--- config.mk ---
export PLATFORM = sky130hd
export DESIGN_NAME = bcs_weights
export DESIGN_NICKNAME = d
export VERILOG_FILES = /design/src/design/bcs_pkg.sv /design/src/design/bcs_weights.sv
export SDC_FILE = /design/constraint.sdc
export NUM_CORES = 1
export LEC_CHECK = 0
export BUFFER_PORTS_ARGS = -buffer_cell sky130_fd_sc_hd__buf_2
export CORE_ASPECT_RATIO = 0.75
export CORE_MARGIN = 2
export CORE_UTILIZATION = 62
export DETAILED_ROUTE_END_ITERATION = 10
export MAX_ROUTING_LAYER = met4
export PLACE_DENSITY = 0.87
export SETUP_SLACK_MARGIN = 0.1
export SLEW_MARGIN = 20
export SYNTH_ARGS = -nofsm -noshare
export SYNTH_HDL_FRONTEND = slang
export SYNTH_SLANG_ARGS = --single-unit
export TNS_END_PERCENT = 10
--- constraint.sdc ---
create_clock -name clk -period 13 [get_ports clk]
set_clock_uncertainty 0.1 [all_clocks]
set_input_delay 0 -clock clk [delete_from_list [all_inputs] [get_ports clk]]
set_output_delay 0 -clock clk [all_outputs]
set_load 0.02 [all_outputs]
--- src/design/bcs_pkg.sv ---
// ----------------------------------------------------------------------------
// bcs_pkg: shared types and constants of the Bezier curve sampler
// Field widths, operation codes, register codes and lane control bundle.
// ----------------------------------------------------------------------------
package bcs_pkg;

	localparam int MAX_POINTS = 4;
	localparam int OP_W       = 1;
	localparam int IDX_W      = 2;
	localparam int MAXT_W     = 17;
	localparam int SAMPLE_W   = 5;
	localparam int CPC_W      = 3;
	localparam int T_FRAC     = 16;
	localparam int PCNT_W     = 3;
	localparam int LIMIT_BASE = MAXT_W + 1;

	localparam logic [OP_W-1:0]   OP_LOAD    = 1'b0;
	localparam logic [OP_W-1:0]   OP_RUN     = 1'b1;
	localparam logic [CPC_W-1:0]  CPC_RESET  = 3'd4;
	localparam logic [CPC_W-1:0]  CPC_QUAD   = 3'd3;
	localparam logic [PCNT_W-1:0] NPTS_QUAD  = 3'd3;
	localparam logic [PCNT_W-1:0] NPTS_CUBIC = 3'd4;
	localparam logic [MAXT_W:0]   T_MARGIN   = 18'd655;

	typedef struct packed {
		logic clr;
		logic mul;
		logic acc;
		logic prep;
		logic step;
	} lane_ctl_t;

endpackage

--- src/design/bcs_weights.sv ---
// ----------------------------------------------------------------------------
// bcs_weights: Bernstein weight generator
// Two registered stages build the integer weights for step k.
// ----------------------------------------------------------------------------
module bcs_weights #(
	parameter int STEP_COUNT = 20,
	localparam int KW = $clog2(STEP_COUNT + 1),
	localparam int DW = $clog2(STEP_COUNT * STEP_COUNT * STEP_COUNT + 1)
) (
	input  logic                                    clk,
	input  logic                                    en1,
	input  logic                                    en2,
	input  logic                                    cubic,
	input  logic [KW-1:0]                           k,
	output logic [bcs_pkg::MAX_POINTS-1:0][DW-1:0] w
);
	localparam int EW = 3 * KW + 2;

	logic [KW-1:0]     u;
	logic [KW-1:0]     k_s1;
	logic [KW-1:0]     u_s1;
	logic [2*KW-1:0]   k2_s1;
	logic [2*KW-1:0]   u2_s1;
	logic [2*KW-1:0]   ku_s1;
	logic [EW-1:0]     t0;
	logic [EW-1:0]     t1;
	logic [EW-1:0]     t2;
	logic [EW-1:0]     t3;
	logic [bcs_pkg::MAX_POINTS-1:0][DW-1:0] w_s2;

	assign u = KW'(STEP_COUNT) - k;

	always_ff @(posedge clk) begin
		if (en1) begin
			k_s1  <= k;
			u_s1  <= u;
			k2_s1 <= (2*KW)'(k) * (2*KW)'(k);
			u2_s1 <= (2*KW)'(u) * (2*KW)'(u);
			ku_s1 <= (2*KW)'(k) * (2*KW)'(u);
		end
	end

	always_comb begin
		t0 = EW'(u2_s1) * EW'(u_s1);
		t1 = EW'(ku_s1) * EW'(u_s1);
		t2 = EW'(k2_s1) * EW'(u_s1);
		t3 = EW'(k2_s1) * EW'(k_s1);
	end

	always_ff @(posedge clk) begin
		if (en2) begin
			w_s2[0] <= cubic ? DW'(t0) : DW'(u2_s1);
			w_s2[1] <= cubic ? DW'((t1 << 1) + t1) : DW'(EW'(ku_s1) << 1);
			w_s2[2] <= cubic ? DW'((t2 << 1) + t2) : DW'(k2_s1);
			w_s2[3] <= cubic ? DW'(t3) : '0;
		end
	end

	assign w = w_s2;

endmodule

== Word-level counts from Yosys, hierarchy flattened ==
Cells that the tools add are included.

* Memories kept: 0
* Input port bits: 9
* Output and inout bits: 52
* Logic and storage cells: 25
* Flip-flop bits (word level): 92
* Bits in writable memories: 0
* Bits in latches: 0
* ROM bits: 0

* Equal/unequal tests: 0
* Shift-type cells: 0
* Divide/modulo/power cells: 0
* $add $sub $neg: 3
* Mux-type cells: 3
* Reductions and logical operators: 0
* Multipliers: 7
* Bitwise gates (word level): 0
* Order comparisons: 0

{| class="wikitable"
|+ Operator list
! operator !! count
|-
| multiplier 10 x 5 -> 13 bit || 4
|-
| multiplier 5 x 5 -> 10 bit || 3
|-
| adder 13 bit || 2
|-
| 2-to-1 mux 10 bit || 2
|-
| 2-to-1 mux 11 bit || 1
|-
| subtractor 5 bit (first input constant) || 1
|}

== Logic depth before layout (Yosys ltp) ==
* Depth in word-level cells: 3
* Gate-level depth with buffers: 23
* Depth with buffers taken out: 22

== Least setup slack after synthesis ==
OpenSTA, ideal clock, no wires.

* Path type: register to register
* Start: register u_s1[4]
* End: register w_s2, in the netlist w[23] (data pin)
* Buffers on the path: 1
* Stages on the path, launching flop included: 21
* Clock period less this slack: 5.087 ns
* Arrival: 4.727 ns
* Setup slack: 7.913 ns
* Library setup time: 0.260 ns
* Data required time: 12.640 ns
* Path through: edfxtp_1 -> clkbuf_1 -> and2_1 -> fa_1 -> fa_1 -> inv_1 -> fa_1 -> inv_1 -> ha_1 -> a21o_1 -> a21oi_1 -> nand3b_1 -> nor2b_2 -> ha_1 -> nor3_1 -> nand2_1 -> o211ai_1 -> nor2b_1 -> mux2i_1 -> xnor2_1 -> mux2_2

* Longest elaborated chain between the ends: 3

{| class="wikitable"
|+ RTL lines
! item !! RTL line !! text
|-
| start, declared || bcs_weights.sv:21 || <nowiki>logic [KW-1:0] u_s1;</nowiki>
|-
| start signal, assigned || bcs_weights.sv:36 || <nowiki>u_s1 <= u;</nowiki>
|-
| multiplier 10 x 5 -> 13 bit || bcs_weights.sv:45 || <nowiki>t1 = EW'(ku_s1) * EW'(u_s1);</nowiki>
|-
| adder 13 bit || bcs_weights.sv:53 || <nowiki>w_s2[1] <= cubic ? DW'((t1 << 1) + t1) : DW'(EW'(ku_s1) << 1);</nowiki>
|-
| 2-to-1 mux 11 bit || bcs_weights.sv:53 ||
|-
| end, declared || bcs_weights.sv:29 || <nowiki>logic [bcs_pkg::MAX_POINTS-1:0][DW-1:0] w_s2;</nowiki>
|}

Every way passes these cells.
A chain may end at the register's enable or synchronous reset.

== Final worst setup path ==
* Start: register u_s1[3]
* End: register w_s2, in the netlist w[23] (data pin)

The elaborated chain is that of the path after synthesis.

==> impl_metrics.tcl <==
set metrics [dict create \
    final_area_um2 11250 \
    grt_pass1_wl_um 35360 \
    r2r_cells 19 \
    cp_slowest_cell "edfxtp_1" \
    fin_crit_ps 5746 \
    relSlewSlack 0.4125 \
    core_um2 16670 \
    synth_edf_count 83 \
    multi_input_area_um2 7213 \
    die_area_um2 17930 \
    diodes 0 \
    syn_avg_cell_area_um2 9.709 \
    fin_setup_tns_ps 0 \
    final_core_util 0.6748 \
    slew_viol_final 0 \
    mostFrequentLayoutCells "inv_1 (171), ha_1 (134), fa_1 (102), and2_1 (101), nand2_1 (100)" \
    synth-main-ff-cell "edfxtp_1" \
    placed_area_um2 10930 \
    wirelength_um 20760 \
    worst_slack_ps 7254 \
    maxUsedRoutingLayer "met4" \
    hold_depth 1 \
    ys_seq_area_frac 0.2384 \
    setup_viol 0 \
    required_ps 13020 \
    cts_hold_buf 5 \
    fin_nets 1373 \
    rr_startpoint "u_s1[3]" \
    die_y_um 116.5 \
    clkLatencyLatePin_ps 360 \
    async_flop_share 0 \
    drc 0 \
    cts.clk_slew.worst_paths_ps 70 \
    cts_sinks 83 \
    synthToLayoutAreaGrowth_pct 7.599 \
    min_to "w[44]" \
    synth_cells 1077 \
    cts_max_level 3 \
    max_freq_mhz 174.0 \
    dr.pass1.iters 5 \
    route.met2.wl_um 9633 \
    ctsResizeCount 0 \
    end_kind "register" \
    overflow 0 \
    gp_congestion 0.9066 \
    groute.usage.overall 0.2560 \
    path_class "register to register" \
    place_ws_ps 7299 \
    rows 41 \
    cts_tree "done" \
    cp_data_arrival_time_ps 5760 \
    cts_setup_buffers 0 \
    clockRootBuffer "clkbuf_16" \
    r2r_slack_ps 7250 \
    min_from "en2" \
    worstSetupStartpointType "register" \
    finalCritPeriodShare 0.4420 \
    dp_hpwl_um 15930 \
    grt_start_max_net_pins 51 \
    wl_met1_um 9432 \
    path_max_fanout 25 \
    cpPeakStageDelay_ps 850 \
    holdCritPathClass "input pin to register" \
    path_cells "and2_1 -> fa_1 -> fa_1 -> inv_1 -> fa_1 -> inv_1 -> ha_1 -> a21o_1 -> a21oi_1 -> nand3b_1 -> nor2b_2 -> ha_1 -> nor3_1 -> nand2_1 -> o211ai_1 -> nor2b_1 -> mux2i_1 -> xnor2_1 -> mux2_2" \
    fp.dieW_um 154.0 \
    synth_cell_types 60 \
    pin_count 61 \
    grt_pass1_vias 7494 \
    post_drt_wl_per_cell_um 15.40 \
    ff_latch_area_um2 2492 \
    worst_slew_pin_slew_ps 880.3 \
    r2r-end "w[23]" \
    netlist_area_um2 10460 \
    grt_antenna_before_repair 0 \
    rsz0062_at_grt "no" \
    ys_ff_latch 83 \
    start_util 0.6272 \
    cpMostUsedCell "fa_1" \
    detail-route-antenna-nets 0 \
    drtIter0Drc 450 \
    cts_buffers 9 \
    nFillCells 1261 \
    ctsLongestPathBuffers 2 \
    ys.warnings.count 0 \
    via_per_inst 5.621 \
    hold_viol_final 0 \
    final_common_cell "inv_1" \
    drive_gt1_frac 0.09885 \
    io_buffers 60 \
    status "finished clean" \
    route.met3.wl_um 1364 \
    via_count 7577 \
    cap_violations 0 \
]
[layer usage]
layer / vias to the layer above / GRT usage
met5: - / -
met4: 0 / 0.06916
met3: 34 / 0.05974
met2: 265 / 0.4078
met1: 3684 / 0.3340
li1: 3594 / -
[worst max-delay path: cells and delay by family, from the launching register on]
family                   cells  cell delay (ps)
AO/OA/AOI/OAI                3              690
XOR/XNOR                     1              140
adder cells (fa/ha/maj)      5             2130
buffers and inverters        2               90
flip-flops                   1              850
multiplexers                 2              390
AND/OR/NAND/NOR              6             1120
[cell type report]
class | instances | share of cell area
flip-flops and latches | 83 | 0.2215
clock inverters | 7 | 0.004004
inverters | 172 | 0.05738
repair buffers | 66 | 0.03203
well taps | 215 | 0.02391
multi-input cells | 796 | 0.6411
clock buffers | 9 | 0.02002
[kinds of logic after synthesis]
logic type | after synthesis | share of synthesized area
and+or+nand+nor | 307 | 0.1485
other | 2 | 0.0007182
muxes | 21 | 0.02238
xor gates and xnor gates | 81 | 0.06988
DFF | 83 | 0.2384
adders and majority gates | 237 | 0.3567
buffers and inverters | 204 | 0.07395
AOI/OAI and AO/OA | 142 | 0.08951
[through the flow]
step,hold WS [ps],instances
6_report,93.62,1348
5_1_grt,112.2,1348
4_1_cts,126.2,1348
3_5_place_dp,242.6,1327
3_3_place_gp,230.4,1327
2_1_floorplan,-1.131,1083
[sequential cells by signal, summed over array words and instances, names as in the netlist]
signal	flops
w	50
ku_s1	9
u2_s1	8
k2_s1	7
k_s1	5
u_s1	4
[Yosys cell counts, types with 3 or more instances]
master	n	area share
o31ai_1	4	0.0029
nor2_1	51	0.018
o21bai_1	13	0.0093
xnor2_1	64	0.054
nor2b_1	15	0.0090
fa_1	102	0.20
nor3b_1	4	0.0029
nand2_1	100	0.036
clkbuf_1	30	0.011
nand2b_1	8	0.0048
xor2_1	15	0.013
o21a_1	12	0.0086
o22ai_1	3	0.0018
ha_1	134	0.16
o21ai_0	24	0.011
mux2_2	19	0.020
and3_1	6	0.0036
a21oi_1	44	0.021
edfxtp_1	83	0.24
a21o_1	16	0.011
and2_1	101	0.060
nor3_1	8	0.0038
inv_1	171	0.061
[how the worst max path moves through the flow]
stage	slack, ps	endpoint	startpoint
finish	7250	w[23]	u_s1[3]
global route	6880	w[23]	u_s1[3]
CTS	7280	w[23]	u_s1[3]
detailed placement	7300	w[23]	u_s1[3]
global placement	7470	w[23]	u_s1[3]
floorplan	7910	w[23]	u_s1[4]
Power is not shown: default switching activity piles up to over one toggle a cycle in this logic, so the estimate is an artifact.
