## config.mk

```make
export PLATFORM = sky130hd
export DESIGN_NAME = bcs_lane
export DESIGN_NICKNAME = d
export VERILOG_FILES = /design/src/design/bcs_pkg.sv /design/src/design/bcs_lane.sv
export SDC_FILE = /design/constraint.sdc
export NUM_CORES = 2
export LEC_CHECK = 0
export BUFFER_PORTS_ARGS = -buffer_cell sky130_fd_sc_hd__clkbuf_2
export CAP_MARGIN = 5
export CORE_MARGIN = 2
export CORE_UTILIZATION = 29
export DETAILED_ROUTE_END_ITERATION = 10
export GPL_ROUTABILITY_DRIVEN = 0
export HOLD_SLACK_MARGIN = 0.1
export PLACE_DENSITY_LB_ADDON = 0.3
export RECOVER_POWER = 25
export SLEW_MARGIN = 20
export SYNTH_ARGS = -nofsm -noshare
export SYNTH_HDL_FRONTEND = slang
export SYNTH_SLANG_ARGS = --single-unit
```

## constraint.sdc

```tcl
create_clock -name clk -period 19.9 [get_ports clk]
set_input_delay 3.98 -clock clk [delete_from_list [all_inputs] [get_ports clk]]
set_output_delay 3.98 -clock clk [all_outputs]
set_load 0.02 [all_outputs]
```

## src/design/bcs_pkg.sv

```systemverilog
// ----------------------------------------------------------------------------
// bcs_pkg: shared types and constants of the Bezier curve sampler
// Field widths, operation codes, register codes and lane control bundle.
// ----------------------------------------------------------------------------
package bcs_pkg;

	localparam int MAX_POINTS = 4;
	localparam int OP_W       = 1;
	localparam int IDX_W      = 2;
	localparam int MAXT_W     = 17;
	localparam int SAMPLE_W   = 5;
	localparam int CPC_W      = 3;
	localparam int T_FRAC     = 16;
	localparam int PCNT_W     = 3;
	localparam int LIMIT_BASE = MAXT_W + 1;

	localparam logic [OP_W-1:0]   OP_LOAD    = 1'b0;
	localparam logic [OP_W-1:0]   OP_RUN     = 1'b1;
	localparam logic [CPC_W-1:0]  CPC_RESET  = 3'd4;
	localparam logic [CPC_W-1:0]  CPC_QUAD   = 3'd3;
	localparam logic [PCNT_W-1:0] NPTS_QUAD  = 3'd3;
	localparam logic [PCNT_W-1:0] NPTS_CUBIC = 3'd4;
	localparam logic [MAXT_W:0]   T_MARGIN   = 18'd655;

	typedef struct packed {
		logic clr;
		logic mul;
		logic acc;
		logic prep;
		logic step;
	} lane_ctl_t;

endpackage

```

## src/design/bcs_lane.sv

```systemverilog
// ----------------------------------------------------------------------------
// bcs_lane: one coordinate lane
// Multiply-accumulate over control points, then a rounded divide by the
// curve divisor done as one multiply by its fixed-point reciprocal.
// ----------------------------------------------------------------------------
module bcs_lane #(
	parameter int COORD_WIDTH = 16,
	parameter int STEP_COUNT  = 20,
	localparam int DW = $clog2(STEP_COUNT * STEP_COUNT * STEP_COUNT + 1),
	localparam int AW = COORD_WIDTH + DW,
	localparam int NW = AW + 1
) (
	input  logic                     clk,
	input  bcs_pkg::lane_ctl_t       ctl,
	input  logic                     cubic,
	input  logic [DW-1:0]            coef,
	input  logic [COORD_WIDTH-1:0]   pt,
	input  logic [DW-1:0]            dval,
	output logic [COORD_WIDTH-1:0]   quo
);
	localparam int DIV2 = 2 * STEP_COUNT * STEP_COUNT;
	localparam int DIV3 = 2 * STEP_COUNT * STEP_COUNT * STEP_COUNT;
	localparam int SH2  = NW + $clog2(DIV2);
	localparam int SH3  = NW + $clog2(DIV3);
	localparam int MW   = NW + 1;
	localparam int PW   = NW + MW;
	// ceil(2^SH / divisor): exact floor division for any NW-bit numerator
	localparam logic [MW-1:0] RCP2 = MW'(((128'd1 << SH2) + 128'(DIV2 - 1)) / 128'(DIV2));
	localparam logic [MW-1:0] RCP3 = MW'(((128'd1 << SH3) + 128'(DIV3 - 1)) / 128'(DIV3));

	logic [AW-1:0] prod_q;
	logic [AW-1:0] acc_q;
	logic [NW-1:0] num_q;
	logic [PW-1:0] rprod_q;
	logic [MW-1:0] rcp;

	assign rcp = cubic ? RCP3 : RCP2;

	always_ff @(posedge clk) begin
		if (ctl.mul) begin
			prod_q <= AW'(coef) * AW'(pt);
		end
		if (ctl.clr) begin
			acc_q <= '0;
		end else if (ctl.acc) begin
			acc_q <= acc_q + prod_q;
		end
		if (ctl.prep) begin
			num_q <= {acc_q, 1'b0} + NW'(dval);
		end
		if (ctl.step) begin
			rprod_q <= PW'(num_q) * PW'(rcp);
		end
	end

	assign quo = cubic ? COORD_WIDTH'(rprod_q >> SH3) : COORD_WIDTH'(rprod_q >> SH2);

endmodule
```

== Word-level counts from Yosys, hierarchy flattened ==
Cells that the tools add are included.

* Word-level logic and storage cells: 10
* Output and inout bits: 16
* Input bits: 49
* Flip-flop bits (word level): 148

* $add $sub $neg: 2
* Mux-type cells: 2
* Multipliers: 2

{| class="wikitable"
|+ Operators by type and width
! operator !! number
|-
| multiplier 30 x 31 -> 60 bit || 1
|-
| adder 30 x 13 -> 30 bit || 1
|-
| adder 29 bit || 1
|-
| multiplier 13 x 16 -> 29 bit || 1
|-
| 2-to-1 mux 29 bit || 1
|-
| 2-to-1 mux 16 bit || 1
|}

== Longest topological paths before layout ==
* Depth in word-level cells: 2
* Mapped depth: 31
* Depth with buffers taken out: 29

== Worst setup path before layout ==
No wires, ideal clock.

* Kind: input -> register
* From: input cubic
* To: register rprod_q[58] (data pin)
* Buffers on the path: 3
* Stages: 26
* Data arrival time: 10834 ps
* Setup slack: 8800 ps
* Data required time: 19634 ps
* Setup time: 266 ps
* Path through: clkbuf_1 -> clkbuf_1 -> clkbuf_1 -> and2_1 -> fa_1 -> fa_1 -> inv_1 -> fa_1 -> fa_1 -> inv_1 -> fa_1 -> fa_1 -> fa_1 -> inv_1 -> fa_1 -> inv_1 -> ha_1 -> a21oi_1 -> o21ai_0 -> a211oi_1 -> a311oi_1 -> and3_1 -> o21ai_2 -> a211oi_2 -> o41ai_1 -> xnor2_1

* Cells in the longest elaborated chain, start to end: 2

{| class="wikitable"
|+ RTL lines
! what !! line !! source
|-
| from (decl) || bcs_lane.sv:15 || <nowiki>input logic cubic,</nowiki>
|-
| 2-to-1 mux 29 bit || bcs_lane.sv:37 || <nowiki>assign rcp = cubic ? RCP3 : RCP2;</nowiki>
|-
| multiplier 30 x 31 -> 60 bit || bcs_lane.sv:52 || <nowiki>rprod_q <= PW'(num_q) * PW'(rcp);</nowiki>
|-
| to (signal assigned) || bcs_lane.sv:52 ||
|-
| to (decl) || bcs_lane.sv:34 || <nowiki>logic [PW-1:0] rprod_q;</nowiki>
|}

Every way passes these cells.
A chain may end at the register's enable or synchronous reset.

== Final worst setup path ==
* From: input cubic
* To: register rprod_q[53] (data pin)

The elaborated chain is that of the path after synthesis.

==> impl_metrics.env <==
export IMPL_synth_edff_count=79
export IMPL_synthCells=3217
export IMPL_clk_latency_ps=400
export IMPL_drcViolationCount=0
export IMPL_wl_per_cell_um=17.9
export IMPL_endpoint_kind="flop"
export IMPL_grt_ovfl_total=0
export IMPL_maxCapViolations=2
export IMPL_yosys_area_top_type="fa_1"
export IMPL_violations="max-capacitance violations, max-slew violations"
export IMPL_status="finished with violations"
export IMPL_cts_tree="done"
export IMPL_synth_ff_type="edfxtp_1"
export IMPL_final_cells=4675
export IMPL_dieArea_um2=112000
export IMPL_dr_pass1_iters=5
export IMPL_area_growth_pct=7.24
export IMPL_die_y_um=334
export IMPL_critical_path_max_fanout=35
export IMPL_worst_pin_slew_ps=1630
export IMPL_placedCellCount=4658
export IMPL_ioPinCount=65
export IMPL_yosys_warnings=0
export IMPL_use_met1=0.214
export IMPL_ys_seq_area_frac=0.0935
export IMPL_worstPathCellList="clkbuf_2 -> nor2_1 -> xnor2_1 -> nor2_1 -> ha_1 -> inv_1 -> fa_1 -> fa_1 -> fa_1 -> inv_1 -> fa_1 -> fa_1 -> fa_1 -> ha_1 -> ha_1 -> a21oi_1 -> o21bai_1 -> a21oi_1 -> o21ai_0 -> a211oi_1 -> o21ai_0 -> a21oi_1 -> o21ai_0 -> xor2_1"
export IMPL_rsz0062_at_grt="false"
export IMPL_netlist_area_um2=31600
export IMPL_yosys_area_top_type_share=0.393
export IMPL_routed_wl_um=83700
export IMPL_grt_use_met3=0.0178
export IMPL_drive_gt1_frac=0.0365
export IMPL_crit_buf_inv=3
export IMPL_synth_top_family_by_area="adder cells"
export IMPL_synth_xor_area_frac=0.0333
export IMPL_fmax_mhz=81.8
export IMPL_grt_use_total=0.156
export IMPL_hold_class="reg2reg"
export IMPL_setup_tns_ps=0
export IMPL_synth_area_leaders="fa_1 (39%), ha_1 (20%), inv_1 (10%), edfxtp_1 (7.5%), nand2_1 (2.5%)"
export IMPL_placedInstanceArea_um2=33500
export IMPL_final_cell_mix="inv_1 (841), fa_1 (620), ha_1 (516)"
export IMPL_synth_compound_area_frac=0.0632
export IMPL_crit_arrival_ps=12380
export IMPL_ys_ff_latch=108
export IMPL_crit_path_top_delay_cell="nor2_1"
export IMPL_synth_adder_area_share=0.598
export IMPL_fin_area_um2=33900
export IMPL_synth_area_mux_share=0.0108
export IMPL_clk_transition_reported_paths_ps=90
export IMPL_post_cts_setup_buffers=0
export IMPL_cts_root_buf="clkbuf_16"
export IMPL_async_reset_ff_frac=0
export IMPL_htreeDepth=3
export IMPL_antenna_found_initial=2
export IMPL_ant_nets=0
export IMPL_grt_pass1_wl_um=134000
export IMPL_setup_viol=0
export IMPL_path_common_cell="fa_1"
export IMPL_cp_slowest_stage_delay_ps=910
export IMPL_cts_buffers=9
export IMPL_top_usage_layer="met2"
export IMPL_cp_required_ps=20050
export IMPL_post_cts_resize_count=0
export IMPL_portBuffers=64
export IMPL_fp_dieW_um=334
export IMPL_skew_ps=14.0
export IMPL_critPathTopFamily="adder cells"
export IMPL_synth_avg_cell_area_um2=9.81
export IMPL_fin_nets=4440
export IMPL_timing_final_hold_violations=0
export IMPL_crit_type="in2reg"
export IMPL_initial_core_util=0.291
export IMPL_first_iter_violations=1104
export IMPL_num_vias=21000
export IMPL_layout_commonest_cell="inv_1"
export IMPL_ys_types=62
export IMPL_hold_buffers=0
export IMPL_clock_sinks=108
export IMPL_detail_route_vias_per_cell=4.49
export IMPL_period_needed_ps=12230
export IMPL_dp_hpwl_um=74600
export IMPL_synth_simple_gate_area_frac=0.0942
export IMPL_first_global_vias=23000
export IMPL_clockBufferDepth=2
export IMPL_crit_path_start_kind="input port"
export IMPL_core_area_um2=108000
export IMPL_relSlewSlack=-0.0868
export IMPL_period_share=0.615
export IMPL_drv_slew=61
export IMPL_grt_max_degree=49
export IMPL_grt_use_met2=0.261
export IMPL_row_count=121
worst reg2reg max path: stages (launching register included):
cell and delay, ps:
edfxtp_1 650, inv_1 280, nor2_1 770, xnor2_1 420, nor2_1 110, ha_1 530, inv_1 110, fa_1 540
fa_1 450, fa_1 550, inv_1 50, fa_1 450, fa_1 510, fa_1 420, ha_1 300, ha_1 360
a21oi_1 240, o21bai_1 90, a21oi_1 150, o21ai_0 120, a211oi_1 640, o21ai_0 340, a21oi_1 300, o21ai_0 150
xor2_1 150
per-stage QoR:
| step | worst slack (ps) | hold slack, ps | utilization |
|---|---|---|---|
| 2_1_floorplan | 8800 | 482 | - |
| 3_3_place_gp | 7370 | 514 | 0.309 |
| 3_5_place_dp | 7310 | 521 | 0.309 |
| 4_1_cts | 7720 | 534 | 0.312 |
| 5_1_grt | 7270 | 553 | 0.312 |
| 6_report | 7670 | 531 | 0.312 |
final timing paths:
path	start	endpoint	slack, ps	cells after the start
worst max-delay path	cubic	rprod_q[53]$_DFFE_PP_	7670	24
worst min-delay path	acc_q[8]$_SDFFE_PP0P_	acc_q[8]$_SDFFE_PP0P_	530	2
worst max register to register	num_q[16]$_DFFE_PP_	rprod_q[53]$_DFFE_PP_	10960	24
worst min register to register	acc_q[8]$_SDFFE_PP0P_	acc_q[8]$_SDFFE_PP0P_	530	2
state kept, by name, indices dropped and copies added, names as in the netlist:
name     count
num_q       30
acc_q       29
prod_q      29
rprod_q     20
cell usage after synthesis (20+ instances only):
library cell  instances
and2_1              106
o21bai_1             21
fa_1                620
nand2b_1             50
inv_1               841
xnor2_1              88
nand2_1             210
edfxtp_1             79
a21o_1               38
o21ai_0              50
nand3_1              20
ha_1                516
xor2_1               32
a21oi_1             113
clkbuf_1             55
dfxtp_1              29
nor2b_1              21
nand4_1              26
nor2_1              103
metal layers:
metal  vias up  routed length, um
met5         -                  9
met4         2               2130
met3        75               3800
met2       403              38900
met1     10500              38800
li1      10100                  -
cells by family (layout without fill, tap and decap cells):
| kind of cell | Yosys count | count (layout) |
|---|---|---|
| compound gates | 316 | 316 |
| mux | 32 | 32 |
| simple gates | 602 | 602 |
| other cells | 2 | 20 |
| flops | 108 | 108 |
| buf+inv | 901 | 927 |
| xor+xnor | 120 | 120 |
| fa+ha+maj | 1136 | 1136 |
layout make-up:
cell class	count	area, um^2
antenna	1	2.50
fill	11400	74500
tap	1414	1770
timing repair buffer	70	359
clock inverter	7	88.8
multi-input combinational	2225	25300
sequential	108	2950
clock buffer	9	225
inverter	841	3160
Power is not shown: default switching activity piles up to over one toggle a cycle in this logic, so the estimate is an artifact.
